$ cat config.mk
export PLATFORM = sky130hd
export DESIGN_NAME = sync_checksum_frame_parser
export DESIGN_NICKNAME = d
export VERILOG_FILES = /design/src/rtl/scp_pkg.sv /design/src/rtl/sync_checksum_frame_parser.sv /design/src/rtl/scp_cfg_regs.sv /design/src/rtl/scp_walker.sv /design/src/rtl/scp_out_stage.sv
export SDC_FILE = /design/constraint.sdc
export NUM_CORES = 1
export LEC_CHECK = 0
export ABC_CLOCK_PERIOD_IN_PS = 5200
export BUFFER_PORTS_ARGS = -buffer_cell sky130_fd_sc_hd__buf_2
export CORE_ASPECT_RATIO = 1.25
export CORE_MARGIN = 4
export CORE_UTILIZATION = 28
export DETAILED_ROUTE_END_ITERATION = 8
export HOLD_SLACK_MARGIN = 0.02
export PLACE_DENSITY = 0.47
export RECOVER_POWER = 50
export SETUP_SLACK_MARGIN = 0.4
export SLEW_MARGIN = 0
export SYNTH_ARGS = -nofsm -noshare
export SYNTH_HDL_FRONTEND = slang
export SYNTH_SLANG_ARGS = --single-unit
$ cat constraint.sdc
create_clock -name i_clk -period 5.2 [get_ports i_clk]
set_input_delay 0.78 -clock i_clk [delete_from_list [all_inputs] [get_ports i_clk]]
set_output_delay 0.78 -clock i_clk [all_outputs]
set_load 0.01 [all_outputs]
$ cat src/rtl/scp_pkg.sv
// Shared types and constants for the sync checksum frame parser.
// No dependencies.
package scp_pkg;

    typedef enum logic [3:0] {
        PH_SYNC_A,
        PH_SYNC_B,
        PH_FLAG,
        PH_MARKER,
        PH_LEN,
        PH_HEADER,
        PH_BODY,
        PH_CHECK,
        PH_END_A,
        PH_END_B
    } t_phase;

    localparam logic [2:0] EV_NONE    = 3'd0;
    localparam logic [2:0] EV_STORED  = 3'd1;
    localparam logic [2:0] EV_GOOD    = 3'd2;
    localparam logic [2:0] EV_HDR_BAD = 3'd3;
    localparam logic [2:0] EV_SUM_BAD = 3'd4;
    localparam logic [2:0] EV_END_BAD = 3'd5;

    localparam logic [2:0] CFG_START_SYNC_A = 3'd0;
    localparam logic [2:0] CFG_START_SYNC_B = 3'd1;
    localparam logic [2:0] CFG_END_SYNC_B   = 3'd2;
    localparam logic [2:0] CFG_MARKER_VALUE = 3'd3;
    localparam logic [2:0] CFG_LENGTH_BIAS  = 3'd4;
    localparam logic [2:0] CFG_LENGTH_LIMIT = 3'd5;

    localparam logic [7:0] RST_MARKER_VALUE = 8'd64;
    localparam logic [7:0] RST_LENGTH_BIAS  = 8'd11;
    localparam logic [7:0] RST_LENGTH_LIMIT = 8'd255;

    localparam logic [8:0] CMD_A_POS       = 9'd13;
    localparam logic [8:0] CMD_B_POS       = 9'd14;
    localparam logic [8:0] HEADER_LAST_POS = 9'd15;

    typedef struct packed {
        logic [7:0] start_sync_a;
        logic [7:0] start_sync_b;
        logic [7:0] end_sync_b;
        logic [7:0] marker_value;
        logic [7:0] length_bias;
        logic [7:0] length_limit;
    } t_cfg;

    typedef struct packed {
        logic [2:0] event_res;
        logic [7:0] byte_value;
        logic [8:0] byte_position;
        logic [7:0] command_a;
        logic [7:0] command_b;
        logic [8:0] frame_length;
    } t_result;

endpackage

$ cat src/rtl/sync_checksum_frame_parser.sv
// Sync checksum frame parser: receive byte channel in, one event per byte out.
// Channels: i_in_valid/o_in_ready carry i_rx_byte; o_out_valid/i_out_ready
// carry the event fields. A transfer happens when valid and ready are high.
// Config: i_cfg_we writes i_cfg_data into register i_cfg_idx (0..5) at once.
// Every accepted byte gives exactly one event, registered in the result
// register or the skid entry. One byte per cycle while o_in_ready is high;
// the phase and checksum update is a single add and compare per byte.
// A result register plus one skid entry sit on the output, so a byte is
// still taken while one result waits; with both full o_in_ready drops
// until the receiver takes a result.
// Synchronous active-low reset returns the walker to waiting for the first
// start byte, empties the output stages and loads the register defaults
// (marker 64, length bias 11, length limit 255, syncs 0). Command bytes of
// the frame are kept across an aborted frame, as the walker only clears
// them at reset.
// Depends on scp_pkg, scp_cfg_regs, scp_walker, scp_out_stage.
module sync_checksum_frame_parser
    import scp_pkg::*;
(
    input  logic       i_clk,
    input  logic       i_rst_n,
    input  logic       i_cfg_we,
    input  logic [2:0] i_cfg_idx,
    input  logic [7:0] i_cfg_data,
    input  logic       i_in_valid,
    output logic       o_in_ready,
    input  logic [7:0] i_rx_byte,
    output logic       o_out_valid,
    input  logic       i_out_ready,
    output logic [2:0] o_event_res,
    output logic [7:0] o_byte_value,
    output logic [8:0] o_byte_position,
    output logic [7:0] o_command_a,
    output logic [7:0] o_command_b,
    output logic [8:0] o_frame_length
);

    t_cfg    cfg;
    t_result step_res;
    t_result out_res;
    logic    accept;

    assign accept = i_in_valid & o_in_ready;

    scp_cfg_regs u_cfg (
        .i_clk      (i_clk),
        .i_rst_n    (i_rst_n),
        .i_cfg_we   (i_cfg_we),
        .i_cfg_idx  (i_cfg_idx),
        .i_cfg_data (i_cfg_data),
        .o_cfg      (cfg)
    );

    scp_walker u_walker (
        .i_clk     (i_clk),
        .i_rst_n   (i_rst_n),
        .i_accept  (accept),
        .i_rx_byte (i_rx_byte),
        .i_cfg     (cfg),
        .o_result  (step_res)
    );

    scp_out_stage u_out (
        .i_clk       (i_clk),
        .i_rst_n     (i_rst_n),
        .i_load      (accept),
        .i_result    (step_res),
        .o_in_ready  (o_in_ready),
        .o_out_valid (o_out_valid),
        .i_out_ready (i_out_ready),
        .o_result    (out_res)
    );

    assign o_event_res     = out_res.event_res;
    assign o_byte_value    = out_res.byte_value;
    assign o_byte_position = out_res.byte_position;
    assign o_command_a     = out_res.command_a;
    assign o_command_b     = out_res.command_b;
    assign o_frame_length  = out_res.frame_length;

endmodule

$ cat src/rtl/scp_cfg_regs.sv
// Configuration register file for the frame parser.
// Depends on scp_pkg.
module scp_cfg_regs
    import scp_pkg::*;
(
    input  logic       i_clk,
    input  logic       i_rst_n,
    input  logic       i_cfg_we,
    input  logic [2:0] i_cfg_idx,
    input  logic [7:0] i_cfg_data,
    output t_cfg       o_cfg
);

    t_cfg r_cfg;

    always_ff @(posedge i_clk) begin
        if (!i_rst_n) begin
            r_cfg.start_sync_a <= '0;
            r_cfg.start_sync_b <= '0;
            r_cfg.end_sync_b   <= '0;
            r_cfg.marker_value <= RST_MARKER_VALUE;
            r_cfg.length_bias  <= RST_LENGTH_BIAS;
            r_cfg.length_limit <= RST_LENGTH_LIMIT;
        end else if (i_cfg_we) begin
            case (i_cfg_idx)
                CFG_START_SYNC_A: r_cfg.start_sync_a <= i_cfg_data;
                CFG_START_SYNC_B: r_cfg.start_sync_b <= i_cfg_data;
                CFG_END_SYNC_B:   r_cfg.end_sync_b   <= i_cfg_data;
                CFG_MARKER_VALUE: r_cfg.marker_value <= i_cfg_data;
                CFG_LENGTH_BIAS:  r_cfg.length_bias  <= i_cfg_data;
                CFG_LENGTH_LIMIT: r_cfg.length_limit <= i_cfg_data;
                default: ;
            endcase
        end
    end

    assign o_cfg = r_cfg;

endmodule

$ cat src/rtl/scp_walker.sv
// Frame walker: phase register, running checksum and per-byte result logic.
// Depends on scp_pkg.
module scp_walker
    import scp_pkg::*;
(
    input  logic       i_clk,
    input  logic       i_rst_n,
    input  logic       i_accept,
    input  logic [7:0] i_rx_byte,
    input  t_cfg       i_cfg,
    output t_result    o_result
);

    t_phase     r_phase, n_phase;
    logic [8:0] r_position, n_position;
    logic [7:0] r_body_left, n_body_left;
    logic [15:0] r_sum_acc, n_sum_acc;
    logic [7:0] r_check_high, n_check_high;
    logic       r_check_second, n_check_second;
    logic [7:0] r_cmd_a, n_cmd_a;
    logic [7:0] r_cmd_b, n_cmd_b;

    always_ff @(posedge i_clk) begin
        if (!i_rst_n) begin
            r_phase        <= PH_SYNC_A;
            r_position     <= '0;
            r_body_left    <= '0;
            r_sum_acc      <= '0;
            r_check_high   <= '0;
            r_check_second <= 1'b0;
            r_cmd_a        <= '0;
            r_cmd_b        <= '0;
        end else if (i_accept) begin
            r_phase        <= n_phase;
            r_position     <= n_position;
            r_body_left    <= n_body_left;
            r_sum_acc      <= n_sum_acc;
            r_check_high   <= n_check_high;
            r_check_second <= n_check_second;
            r_cmd_a        <= n_cmd_a;
            r_cmd_b        <= n_cmd_b;
        end
    end

    always_comb begin
        logic [8:0] pos_inc;
        logic [15:0] sum_add;
        logic [7:0] body_dec;
        logic       go_idle;

        pos_inc  = r_position + 9'd1;
        sum_add  = r_sum_acc + {8'd0, i_rx_byte};
        body_dec = (r_body_left != 8'd0) ? r_body_left - 8'd1 : r_body_left;
        go_idle  = 1'b0;

        n_phase        = r_phase;
        n_position     = r_position;
        n_body_left    = r_body_left;
        n_sum_acc      = r_sum_acc;
        n_check_high   = r_check_high;
        n_check_second = r_check_second;
        n_cmd_a        = r_cmd_a;
        n_cmd_b        = r_cmd_b;

        o_result.event_res    = EV_NONE;
        o_result.byte_value   = i_rx_byte;
        o_result.command_a    = '0;
        o_result.command_b    = '0;
        o_result.frame_length = '0;

        case (r_phase)
            PH_SYNC_A: begin
                if (i_rx_byte == i_cfg.start_sync_a) begin
                    n_position = pos_inc;
                    n_phase    = PH_SYNC_B;
                    o_result.event_res = EV_STORED;
                end
            end
            PH_SYNC_B: begin
                if (i_rx_byte == i_cfg.start_sync_b) begin
                    n_position = pos_inc;
                    n_phase    = PH_FLAG;
                    o_result.event_res = EV_STORED;
                end else begin
                    go_idle = 1'b1;
                    o_result.event_res = EV_HDR_BAD;
                end
            end
            PH_FLAG: begin
                n_position = pos_inc;
                n_sum_acc  = sum_add;
                n_phase    = PH_MARKER;
                o_result.event_res = EV_STORED;
            end
            PH_MARKER: begin
                if (i_rx_byte == i_cfg.marker_value) begin
                    n_position = pos_inc;
                    n_sum_acc  = sum_add;
                    n_phase    = PH_LEN;
                    o_result.event_res = EV_STORED;
                end else begin
                    go_idle = 1'b1;
                    o_result.event_res = EV_HDR_BAD;
                end
            end
            PH_LEN: begin
                if (i_rx_byte >= i_cfg.length_bias && i_rx_byte < i_cfg.length_limit) begin
                    n_position  = pos_inc;
                    n_sum_acc   = sum_add;
                    n_body_left = i_rx_byte - i_cfg.length_bias;
                    n_phase     = PH_HEADER;
                    o_result.event_res = EV_STORED;
                end else begin
                    go_idle = 1'b1;
                    o_result.event_res = EV_HDR_BAD;
                end
            end
            PH_HEADER: begin
                if (r_position == CMD_A_POS) n_cmd_a = i_rx_byte;
                if (r_position == CMD_B_POS) n_cmd_b = i_rx_byte;
                if (r_position >= HEADER_LAST_POS)
                    n_phase = (r_body_left == 8'd0) ? PH_CHECK : PH_BODY;
                n_position = pos_inc;
                n_sum_acc  = sum_add;
                o_result.event_res = EV_STORED;
            end
            PH_BODY: begin
                n_position  = pos_inc;
                n_sum_acc   = sum_add;
                n_body_left = body_dec;
                if (body_dec == 8'd0) n_phase = PH_CHECK;
                o_result.event_res = EV_STORED;
            end
            PH_CHECK: begin
                if (!r_check_second) begin
                    n_check_high   = i_rx_byte;
                    n_check_second = 1'b1;
                    n_position     = pos_inc;
                    o_result.event_res = EV_STORED;
                end else if (r_check_high == r_sum_acc[15:8] &&
                             i_rx_byte == r_sum_acc[7:0]) begin
                    n_check_second = 1'b0;
                    n_position     = pos_inc;
                    n_phase        = PH_END_A;
                    o_result.event_res = EV_STORED;
                end else begin
                    go_idle = 1'b1;
                    o_result.event_res = EV_SUM_BAD;
                end
            end
            PH_END_A: begin
                // a stray byte here is skipped and the wait goes on
                if (i_rx_byte == i_cfg.start_sync_a) begin
                    n_position = pos_inc;
                    n_phase    = PH_END_B;
                    o_result.event_res = EV_STORED;
                end
            end
            PH_END_B: begin
                if (i_rx_byte == i_cfg.end_sync_b) begin
                    o_result.event_res    = EV_GOOD;
                    o_result.frame_length = pos_inc;
                    o_result.command_a    = r_cmd_a;
                    o_result.command_b    = r_cmd_b;
                end else begin
                    o_result.event_res = EV_END_BAD;
                end
                go_idle = 1'b1;
            end
            default: go_idle = 1'b1;
        endcase

        if (go_idle) begin
            n_phase        = PH_SYNC_A;
            n_position     = '0;
            n_body_left    = '0;
            n_sum_acc      = '0;
            n_check_high   = '0;
            n_check_second = 1'b0;
        end

        o_result.byte_position = (o_result.event_res == EV_STORED ||
                                  o_result.event_res == EV_GOOD) ? r_position : 9'd0;
    end

endmodule

$ cat src/rtl/scp_out_stage.sv
// Result register with a skid entry behind it.
// Depends on scp_pkg.
module scp_out_stage
    import scp_pkg::*;
(
    input  logic    i_clk,
    input  logic    i_rst_n,
    input  logic    i_load,
    input  t_result i_result,
    output logic    o_in_ready,
    output logic    o_out_valid,
    input  logic    i_out_ready,
    output t_result o_result
);

    logic    r_out_valid;
    logic    r_skid_valid;
    t_result r_out;
    t_result r_skid;
    logic    take;

    assign take        = r_out_valid & i_out_ready;
    assign o_in_ready  = ~r_skid_valid;
    assign o_out_valid = r_out_valid;
    assign o_result    = r_out;

    always_ff @(posedge i_clk) begin
        if (!i_rst_n) begin
            r_out_valid  <= 1'b0;
            r_skid_valid <= 1'b0;
        end else if (i_load) begin
            if (!r_out_valid || take) begin
                r_out_valid <= 1'b1;
            end else begin
                r_skid_valid <= 1'b1;
            end
        end else if (take) begin
            r_out_valid  <= r_skid_valid;
            r_skid_valid <= 1'b0;
        end
    end

    always_ff @(posedge i_clk) begin
        if (i_load) begin
            if (!r_out_valid || take) r_out  <= i_result;
            else                      r_skid <= i_result;
        end else if (take && r_skid_valid) begin
            r_out <= r_skid;
        end
    end

endmodule

# Yosys cells after proc, flatten, opt, wreduce, memory -nomap -nowiden
# Cells that the tools add are included.
[word_totals]
ff_bits = 202
inputBits = 24
out_inout_bits = 47
wordCells = 176
[classes]
add_sub_neg = 4
n_lt_le_gt_ge = 3
eq_ne = 38
mux = 60
bitwise = 4
n_reduce_logical = 39
[ops]
columns = ["op", "n"]
rows = [
  ["45-bit two-way mux", 3],
  ["9-bit two-way mux", 8],
  ["9-bit case mux with 6 select lines", 1],
  ["25-bit two-way mux", 2],
  ["8-bit == test", 6],
  ["16-bit two-way mux", 3],
  ["8-bit two-way mux", 6],
  ["16-bit case mux with 3 select lines", 1],
  ["4-bit two-way mux", 10],
  ["4-bit case mux with 9 select lines", 1],
  ["3-bit by 1-bit != test with 1-bit output (second input constant)", 10],
  ["2-bit AND reduction", 11],
  ["3-bit case mux with 7 select lines", 1],
  ["9-bit by 4-bit == test with 1-bit output (second input constant)", 2],
  ["16-bit by 8-bit adder with 16-bit output", 1],
  ["4-bit by 3-bit == test with 1-bit output (second input constant)", 4],
  ["8-bit logical NOT", 2],
  ["1-bit two-way mux", 16],
  ["8-bit case mux with 2 select lines", 1],
  ["3-bit AND reduction", 4],
  ["11-bit AND reduction", 1],
  ["10-bit nonzero test", 1],
  ["9-bit by 1-bit adder with 9-bit output (second input constant)", 1],
  ["3-bit by 2-bit == test with 1-bit output (second input constant)", 3],
  ["33 further kinds", 49],
]

# Depth between registers and ports, before layout
# Gate-level depths: netlist of the first run.
[depth]
depth_word = 10
ltp_mapped = 14
depth_no_buf = 11

# Hierarchy
# A second synthesis of the first run with hierarchy kept.
[unflattened]
cells_unflattened = 945
hier_area_um2 = 10083.4
[by_module_without_submodules]
columns = ["module", "instances", "cells_each", "area_each_um2"]
rows = [
  ["scp_walker", 1, 611, 4837.1],
  ["scp_out_stage", 1, 153, 3377.0],
  ["scp_cfg_regs", 1, 180, 1863.0],
  ["sync_checksum_frame_parser", 1, 1, 6.3],
]

# Worst setup path before layout of the first run
# OpenSTA, ideal clock, no wires.
[synth_path]
kind = "input to register"
from = "input i_in_valid"
to = "register u_out.r_out, in the netlist u_out.o_result[0], enable pin"
arrival_time_ns = 3.654
required_time_ns = 4.738
path_slack_ns = 1.084
stages = 5
cell_sequence = "nor2b_1 clkbuf_1 clkbuf_1 a21oi_1 a21oi_1"
[synth_via]
elab_chain_len = 3
word_cells_on_any_way = 4
cone_classes = "eq/ne (1); bitwise (1); reduce/logical (2)"
[synth_rtl]
columns = ["item", "line_no", "source"]
rows = [
  ["from (decl)", "sync_checksum_frame_parser.sv:25", "input logic i_in_valid,"],
  ["1-bit bitwise AND (*)", "sync_checksum_frame_parser.sv:43", "assign accept = i_in_valid & o_in_ready;"],
  ["2-bit by 1-bit != test with 1-bit output (no source line) / 2-bit nonzero test (equally long branches)", "--", ""],
  ["2-bit AND reduction (no source line) (*)", "--", ""],
  ["to (signal assigned)", "scp_out_stage.sv:45", "if (!r_out_valid || take) r_out <= i_result;"],
  ["to (signal assigned)", "scp_out_stage.sv:48", "r_out <= r_skid;"],
  ["to (decl)", "scp_out_stage.sv:18", "t_result r_out;"],
]
# Every way passes the cells marked *; elsewhere a longest branch is shown, timed or not.
# A chain may end at the register's enable or synchronous reset.

# Final worst setup path of the first run
[layout_path]
from = "input i_rst_n"
to = "register u_walker.r_body_left[7]"
[layout_lines]
columns = ["item", "line_no", "source"]
rows = [
  ["from (decl)", "sync_checksum_frame_parser.sv:21", "input logic i_rst_n,"],
  ["to (signal assigned)", "scp_walker.sv:36", "r_body_left <= n_body_left;"],
  ["to (decl)", "scp_walker.sv:16", "logic [7:0] r_body_left, n_body_left;"],
]
# No word-level cell between the ends.

==> results of run 1 <==
-- through the flow --
stage                     utilization (%)  instance area, sq um  hold WS, ns
after global routing                32.83                 11120       0.4538
after global placement              30.95                 10480       0.4468
after floorplan                         -                  9678       0.4363
final                               32.83                 11120       0.4542
after CTS                           33.10                 11210       0.4430
after detailed placement            30.95                 10480       0.4486
-- registers in the layout, summed over array words and instances (netlist names) --
signal	cells
u_cfg.o_cfg	48
u_out.o_out_valid	1
u_out.o_result	45
u_out.r_skid	45
u_out.r_skid_valid	1
u_walker.r_body_left	8
u_walker.r_check_high	8
u_walker.r_check_second	1
u_walker.r_cmd_a	8
u_walker.r_cmd_b	8
u_walker.r_phase	4
u_walker.r_position	9
u_walker.r_sum_acc	16
-- worst reg2reg max path, stage by stage (launching register included) --
cell,delay (ns)
dfxtp_1,0.41
inv_1,0.08
nand2_1,0.78
clkbuf_1,1.55
o21ai_0,0.46
-- metal layers --
layer  part of all wire (%)  global-route usage [%]  vias up
met5                      0                       0        -
met4                    1.7                   3.142        0
met3                    4.2                   2.013       32
met2                     48                   22.54      134
met1                     46                   17.37     3517
li1                       -                       -     3685
-- layout by cell type (no fill, tap or decap), types with 12 or more instances in the layout --
master and count:
a21oi_1 87, mux2_2 16, o31ai_1 23, nand4_1 12
buf_2 14, nor2_1 79, edfxtp_1 90, clkbuf_16 23
nand3_1 25, xnor2_1 37, inv_1 40, clkbuf_1 66
ha_1 28, xor2_1 21, o21ai_0 24, nand2_1 163
o211ai_1 25, dfxtp_1 112, mux2i_1 15
-- cell type report --
cell class,count,area share [%]
clock buffers,33,5.793
clock inverters,9,0.7649
inverters,41,1.384
multi-input cells,710,39.50
flip-flops and latches,202,44.45
well taps,462,5.197
repair buffers,78,2.902
-- how the worst min path moves through the flow --
| stage | from | end | depth (start not counted) |
|---|---|---|---|
| 6_report | u_cfg.o_cfg[12] | u_cfg.o_cfg[12] | 2 |
| 5_1_grt | i_out_ready | u_out.r_skid_valid | 2 |
| 4_1_cts | i_out_ready | u_out.r_skid_valid | 2 |
| 3_5_place_dp | u_cfg.o_cfg[12] | u_cfg.o_cfg[12] | 2 |
| 3_3_place_gp | u_cfg.o_cfg[13] | u_cfg.o_cfg[13] | 2 |
| 2_1_floorplan | u_cfg.o_cfg[10] | u_cfg.o_cfg[10] | 2 |
-- logic make-up after synthesis --
logic type,share of synthesized area [%]
compound gates,14.97
xor+xnor,5.249
fa+ha+maj,4.034
buf+inv,3.723
flops,51.09
mux,3.413
simple gates,17.52
-- report_power, final --
part	total, W	switching [W]	internal (W)
Combinational	0.000258	0.000178	0.0000794
Sequential	0.00173	0.0000160	0.00171
Clock	0.00157	0.000651	0.000917
Total	0.00355	0.000845	0.00271
==> impl_metrics.tcl, run 1 <==
set metrics [dict create \
    status "finished with violations" \
    violations "capacitance limit, slew limit" \
    yosysMostFrequentCell "nand2_1" \
    setup_ws_ns 1.042 \
    syn_avg_cell_area_sq_um 9.649 \
    worstPathArrival_ns 4.40 \
    place.port_buffers 70 \
    setup_viol_count_final 0 \
    worstSetupEndpoint "u_walker.r_body_left[7]" \
    ys_ff_latch 202 \
    netlist_instances 1003 \
    yosys.area.top_type "edfxtp_1" \
    die_x_um 174.3 \
    detailroute.via_count 7368 \
    dpl.cell_count 1493 \
    worstPathRequired_ns 5.44 \
    critPathSlowestCell "clkbuf_1" \
    synth_ff_type "dfxtp_1" \
    detail_route.wl_per_cell_um 16.73 \
    cts_hold_buf 0 \
    cts_buffers 23 \
    drc 0 \
    hold_path.class "reg2reg" \
    fin_cells 1535 \
    start_util_pct 28.57 \
    r2r-start "u_out.r_skid_valid" \
    cp-startpoint "i_rst_n" \
    grt_use_total_pct 13.12 \
    endpoint_kind "flip-flop" \
    gp_congestion 0.8270 \
    cts.sinks 202 \
    num_rows 75 \
    synthDistinctLibCells 58 \
    worst_path_largest_cell_delay_ns 2.86 \
    drv_cap 3 \
    r2r_cells 4 \
    antenna_found_initial 0 \
    drt_iter0_drc 549 \
    synth_top_area_share_pct 27.93 \
    cp.depth 4 \
    worstPathCellList "buf_2 > inv_2 > clkbuf_1 > o31ai_1" \
    die_h_um 215.9 \
    fill_cells 3556 \
    pin_count 71 \
    reg2reg_to "u_out.o_result[34]" \
    clkTransAtPathRegs_ns 0.06 \
    path_buf_inv 3 \
    syn_to_final_growth_pct 14.93 \
    multi_input_area_sq_um 4394 \
    grt_pass1_wl_mm 40.60 \
    crit_path_max_fanout 81 \
    rsz0062_at_grt "no" \
    syn_nets 1057 \
    tritoncts "done" \
    routed_wl_mm 25.68 \
    period_minus_slack_ns 4.158 \
    ys_warn_count 0 \
    p_total_w 0.003553 \
    overflow 0 \
    synth-async-reset-ratio_pct 0 \
    n_antenna_cell 0 \
    worstSkewPairLatency_ns 0.52 \
    min_period_over_period_pct 79.96 \
    post_cts_buffers 0 \
    p_leak_nw 3.918 \
    cts_buffer_depth 3 \
    cts_max_level 1 \
    yosys-top-cells-count "nand2_1 (163), dfxtp_1 (112), edfxtp_1 (90)" \
    finalMaxSlewViolations 176 \
    seq_area_frac_synth_pct 51.09 \
    synth_area_sq_um 9678 \
    cts_resized 0 \
    critPathKind "in2reg" \
    ant_nets 0 \
    fin_tns_setup_ns 0 \
    r2r_slack_ns 1.53 \
    finClkSkew_ns 0.01566 \
    dpl_worst_slack_ns 1.310 \
    synth.top_cells.by_area "edfxtp_1 (28%), dfxtp_1 (23%), nand2_1 (6.3%)" \
    clockRootBuffer "clkbuf_16" \
    tightest_slew_ns 4.078 \
    worst_setup_path_start_kind "input port" \
    nets 1110 \
    synth_edf_count 90 \
    critPathTopFamily "buffers and inverters" \
    design.die.area_sq_um 37620 \
    grt_pass1_vias 7202 \
    core_sq_um 33880 \
    ir_drop_uv 201.4 \
    hold_viol_final 0 \
    layout-drive-gt1-share_pct 7.922 \
    relSlewSlack_pct -171.9 \
    p_per_area_nw_per_um2 319.4 \
    vias_per_cell 4.800 \
    hpwl_mm 17.29 \
    grt_max_degree 82 \
    max_freq_mhz 240.5 \
    dr.pass1.iters 5 \
    seq_area_sq_um 4945 \
]
Note: power is estimated with default switching activity, not from simulation.
==> run 2, diff against run 1 <==
--- a/config.mk
+++ b/config.mk
@@ -5,7 +5,7 @@
 export SDC_FILE = /design/constraint.sdc
 export NUM_CORES = 1
 export LEC_CHECK = 0
-export ABC_CLOCK_PERIOD_IN_PS = 5200
+export ABC_CLOCK_PERIOD_IN_PS = 3850
 export BUFFER_PORTS_ARGS = -buffer_cell sky130_fd_sc_hd__buf_2
 export CORE_ASPECT_RATIO = 1.25
 export CORE_MARGIN = 4
==> constraint.sdc (replaced) <==
create_clock -name i_clk -period 3.85 [get_ports i_clk]
set_input_delay 0.5775 -clock i_clk [delete_from_list [all_inputs] [get_ports i_clk]]
set_output_delay 0.5775 -clock i_clk [all_outputs]
set_load 0.01 [all_outputs]
==> impl_metrics.tcl, run 2 (synthesis gave the netlist of run 1 again) <==
set metrics [dict create \
    status "finished with violations" \
    violations "capacitance limit, slew limit" \
    worstPathCellList "buf_2 > clkbuf_1 > ha_1 > a21oi_1 > a311oi_1 > o21ai_1 > or4_1 > or2_2 > a21oi_1" \
    tritoncts "done" \
    overflow 0 \
    fin_tns_setup_ns 0 \
    design.die.area_sq_um 37620 \
    hold_path.class "in2reg" \
    cts_buffers 22 \
    reg2reg_to "u_out.o_result[31]" \
    min_to "u_out.r_skid_valid" \
    cts_buffer_depth 3 \
    worstSkewPairLatency_ns 0.52 \
    p_leak_nw 3.971 \
    detailroute.via_count 7473 \
    p_per_area_nw_per_um2 423.5 \
    cts_max_level 1 \
    grt_pass1_vias 7120 \
    period_minus_slack_ns 3.272 \
    relSlewSlack_pct -10.79 \
    hpwl_mm 18.06 \
    layout_commonest_cell "nand2_1" \
    fin_util_pct 33.02 \
    drv_cap 1 \
    fill_cells 3511 \
    clkTransAtPathRegs_ns 0.06 \
    ant_nets 0 \
    start_util_pct 28.57 \
    drt_iter0_drc 422 \
    dpl_worst_slack_ns 0.4461 \
    vias_per_cell 4.824 \
    cts_hold_buf 0 \
    r2r-start "u_out.r_skid_valid" \
    ir_drop_uv 283.9 \
    p_total_w 0.004737 \
    gp_congestion 0.8471 \
    largest_register_ffs 48 \
    min_period_over_period_pct 84.99 \
    dpl.cell_count 1508 \
    critPathSlowestCell "or4_1" \
    grt_use_total_pct 13.34 \
    nets 1124 \
    drc 0 \
    hold_viol_final 0 \
    worst_path_largest_cell_delay_ns 0.79 \
    finalMaxSlewViolations 31 \
    hp-start "i_out_ready" \
    rsz0062_at_grt "no" \
    syn_to_final_growth_pct 15.58 \
    core_sq_um 33880 \
    setup_ws_ns 0.5778 \
    place.port_buffers 70 \
    cts_resized 0 \
    endpoint_kind "flip-flop" \
    critPathKind "in2reg" \
    antenna_found_initial 0 \
    layout-drive-gt1-share_pct 9.024 \
    cts.sinks 202 \
    worstPathRequired_ns 4.27 \
    worst_setup_path_start_kind "input port" \
    grt_max_degree 50 \
    finClkSkew_ns 0.02027 \
    grt_pass1_wl_mm 40.79 \
    detail_route.wl_per_cell_um 16.85 \
    pin_count 71 \
    post_cts_buffers 0 \
    cp_common_cell "a21oi_1" \
    fin_cells 1549 \
    r2r_slack_ns 0.68 \
    worstPathArrival_ns 3.69 \
    die_x_um 174.3 \
    crit_path_max_fanout 16 \
    routed_wl_mm 26.10 \
    clockRootBuffer "clkbuf_16" \
    r2r_cells 5 \
    setup_viol_count_final 0 \
    die_h_um 215.9 \
    dr.pass1.iters 5 \
    tightest_slew_ns 1.662 \
    final_cell_mix "nand2_1 (163), dfxtp_1 (112), edfxtp_1 (90), a21oi_1 (87), nor2_1 (79)" \
    num_rows 75 \
    max_freq_mhz 305.6 \
    whs_path_depth 2 \
]
[run 2: changes by cell type in the layout (fill, tap and decap cells not counted), sizes merged]
cell / before / now
inv: 43 / 42
clkbuf: 94 / 88
clkinv: 6 / 8
buf: 17 / 34
bufinv: 1 / 2
diode: 0 / 1
[run 2: report_power, final]
group | switching (W) | internal (W) | leakage [nW] | total (W)
registers | 0.0000221 | 0.00231 | 1.76 | 0.00233
clock network | 0.000859 | 0.00119 | 0.337 | 0.00205
logic | 0.000243 | 0.000111 | 1.87 | 0.000353
[run 2: critical path, delay by kind of cell]
kind	cells	cell delay, ns
AO/OA/AOI/OAI	4	0.77
adder cells (fa/ha/maj)	1	0.36
buffers and inverters	2	0.81
AND/OR/NAND/NOR	2	1.18
[run 2: final cells by class]
cell class / count / area [sq um] / share of cell area [%]
flip-flops and latches: 202 / 4945 / 44.21
diodes: 1 / 2.502 / 0.02237
clock inverters: 11 / 115.1 / 1.029
well taps: 462 / 578.1 / 5.168
clock buffers: 29 / 576.8 / 5.157
inverters: 41 / 153.9 / 1.376
repair buffers: 93 / 429.2 / 3.837
multi-input cells: 710 / 4385 / 39.21
[run 2: worst max-delay path by stage]
stage | from | end | slack, ns | cells after the start
floorplan | i_rx_byte[0] | u_out.o_result[33] | 0.79 | 13
global placement | i_rx_byte[0] | u_walker.r_body_left[3] | 0.45 | 12
detailed placement | i_rx_byte[0] | u_walker.r_body_left[3] | 0.45 | 12
CTS | u_walker.r_phase[1] | u_out.o_result[31] | 0.88 | 7
global route | i_rx_byte[0] | u_out.o_result[31] | 0.33 | 11
finish | i_rx_byte[5] | u_walker.r_body_left[3] | 0.58 | 9
[run 2: stage by stage]
stage | cell area, sq um | hold WS [ns]
after detailed placement | 10590 | 0.4472
after global placement | 10590 | 0.4450
final | 11190 | 0.2583
after global routing | 11180 | 0.2439
after floorplan | 9682 | 0.4363
after CTS | 11280 | 0.2311
[run 2: metal layers]
layer | up-vias | track usage (%) | share of wire (%)
met4 | 0 | 3.961 | 2.1
li1 | 3710 | - | -
met2 | 146 | 22.25 | 48
met5 | - | 0 | 0
met1 | 3583 | 17.78 | 46
met3 | 34 | 2.240 | 4.1
==> run 3, diff against run 2 <==
--- a/config.mk
+++ b/config.mk
@@ -5,14 +5,14 @@
 export SDC_FILE = /design/constraint.sdc
 export NUM_CORES = 1
 export LEC_CHECK = 0
-export ABC_CLOCK_PERIOD_IN_PS = 3850
+export ABC_CLOCK_PERIOD_IN_PS = 3000
 export BUFFER_PORTS_ARGS = -buffer_cell sky130_fd_sc_hd__buf_2
 export CORE_ASPECT_RATIO = 1.25
 export CORE_MARGIN = 4
 export CORE_UTILIZATION = 28
 export DETAILED_ROUTE_END_ITERATION = 8
 export HOLD_SLACK_MARGIN = 0.02
-export PLACE_DENSITY = 0.47
+export PLACE_DENSITY = 0.49
 export RECOVER_POWER = 50
 export SETUP_SLACK_MARGIN = 0.4
 export SLEW_MARGIN = 0
==> constraint.sdc (replaced) <==
create_clock -name i_clk -period 3 [get_ports i_clk]
set_input_delay 0.45 -clock i_clk [delete_from_list [all_inputs] [get_ports i_clk]]
set_output_delay 0.45 -clock i_clk [all_outputs]
set_load 0.01 [all_outputs]
==> impl_metrics.tcl, run 3 (synthesis gave the netlist of run 1 again) <==
set metrics [dict create \
    status "finished clean" \
    endpoint_kind "flip-flop" \
    n_antenna_cell 0 \
    hold_viol_final 0 \
    hpwl_mm 17.48 \
    routed_wl_mm 26.26 \
    overflow 0 \
    cts.sinks 202 \
    routed.top_layer "met4" \
    fin_util_pct 35.21 \
    die_h_um 215.9 \
    worstPathRequired_ns 3.43 \
    clkPwrFrac_pct 42.3 \
    cts_hold_buf 0 \
    finClkSkew_ns 0.01939 \
    p_leak_nw 4.260 \
    reg2reg_to "u_walker.r_phase[0]" \
    period_minus_slack_ns 2.649 \
    num_rows 75 \
    drc 0 \
    vias_per_cell 4.776 \
    place.port_buffers 70 \
    worstPathArrival_ns 3.08 \
    layout-drive-gt1-share_pct 16.36 \
    finalInstanceArea_sq_um 11930 \
    die_x_um 174.3 \
    p_int_w 0.004603 \
    design.die.area_sq_um 37620 \
    syn_to_final_growth_pct 23.23 \
    drv_cap 0 \
    r2r_slack_ns 0.36 \
    p_sw_share_pct 24.20 \
    layout_commonest_cell "nand2_1" \
    setup_viol_count_final 0 \
    rsz0062_at_grt "yes" \
    seq_power_share_pct 49.3 \
    r2r-start "u_walker.r_sum_acc[7]" \
    max_freq_mhz 377.5 \
    placed_cell_area_sq_um 10930 \
    cp-startpoint "i_rx_byte[1]" \
    worstSetupEndpoint "u_walker.r_phase[0]" \
    tightest_slew_ns 1.158 \
    detail_route.wl_per_cell_um 16.54 \
    wl_met3_mm 1.007 \
    pwr-share-comb_pct 8.5 \
    largest_register_ffs 48 \
    worstSkewPairLatency_ns 0.51 \
    clkTransAtPathRegs_ns 0.06 \
    antenna_found_initial 0 \
    core_sq_um 33880 \
    p_sw_w 0.001469 \
    routed-wl-met2_mm 12.75 \
    pin_count 71 \
    detailroute.via_count 7579 \
    grt_use_total_pct 13.44 \
    grt_pass1_vias 7778 \
    crit_path_max_fanout 8 \
    critPathKind "in2reg" \
    nets 1164 \
    final_cell_mix "nand2_1 (163), dfxtp_1 (108), edfxtp_1 (90), a21oi_1 (86), nor2_1 (71)" \
    hold_path.class "in2reg" \
    finalMaxSlewViolations 0 \
    r2r_cells 9 \
    ant_nets 0 \
    tritoncts "done" \
    grt_max_degree 82 \
    fill_cells 3466 \
    cts_max_level 1 \
    ir_drop_uv 371.0 \
    relSlewSlack_pct 22.83 \
    cts_buffer_depth 3 \
    drt-met1-wl_mm 11.97 \
    dr.pass1.iters 4 \
    min_period_over_period_pct 88.29 \
    gp_congestion 0.8219 \
    grt_pass1_wl_mm 42.10 \
    clockRootBuffer "clkbuf_16" \
    p_per_area_nw_per_um2 509.2 \
    drt_iter0_drc 537 \
    cts_buffers 22 \
    worst_setup_path_start_kind "input port" \
    start_util_pct 28.57 \
]
-- run 3: how the worst min path moves through the flow --
stage,start,end,slack [ns],depth (start not counted)
after floorplan,u_cfg.o_cfg[10],u_cfg.o_cfg[10],0.44,2
after global placement,u_cfg.o_cfg[10],u_cfg.o_cfg[10],0.45,2
after detailed placement,u_cfg.o_cfg[13],u_cfg.o_cfg[13],0.45,2
after CTS,i_out_ready,u_out.r_skid_valid,0.12,2
after global routing,i_out_ready,u_out.r_skid_valid,0.15,2
final,i_out_ready,u_out.r_skid_valid,0.14,2
-- run 3: critical path, stage by stage --
cell and delay [ns]:
buf_2 0.10, buf_4 0.17, clkbuf_1 0.54, xnor2_1 0.18
nand4_1 0.19, o21ai_0 0.26, a211oi_2 0.16, a211oi_4 0.28
buf_12 0.16, or4b_1 0.43, a21oi_1 0.15
-- run 3: power by group through the flow --
stage                     Sequential [W]  Combinational [W]  Clock [W]
after global routing             0.00300           0.000567    0.00276
after detailed placement         0.00305           0.000515          0
after floorplan                  0.00307           0.000268          0
final                            0.00299           0.000514    0.00257
after CTS                        0.00299           0.000527    0.00264
after global placement           0.00305           0.000512          0
-- run 3: stage by stage --
step                      std cells  setup TNS, ns  worst slack (ns)  total power [W]  hold WS, ns
after floorplan                1003              0            0.3011         0.003342       0.4363
after global placement         1536        -0.2959          -0.07223         0.003561       0.4489
after detailed placement       1536         -3.411           -0.1866         0.003564       0.4534
after CTS                      1577              0            0.4030         0.006154       0.1212
after global routing           1587              0            0.2061         0.006324       0.1500
final                          1587              0            0.3512         0.006073       0.1431
-- run 3: cell type report --
cell class | count | area (sq um) | area share [%]
inverters | 41 | 158.9 | 1.332
flip-flops and latches | 202 | 4950 | 41.50
multi-input cells | 710 | 4678 | 39.23
repair buffers | 133 | 888.4 | 7.449
clock buffers | 27 | 579.3 | 4.857
well taps | 462 | 578.1 | 4.847
clock inverters | 12 | 93.84 | 0.7868
-- run 3: layer usage --
metal	global-route usage, %	up-vias
li1	-	3795
met1	17.62	3618
met2	23.20	133
met3	2.048	33
met4	3.433	0
met5	0	-
-- run 3: what timing repair did --
action / CTS / global route
cloned: 0 / 4
setup buffers: 2 / 6
resized for setup: 22 / 38
setup endpoints to repair: 65 / 63
pin swaps: 7 / 7
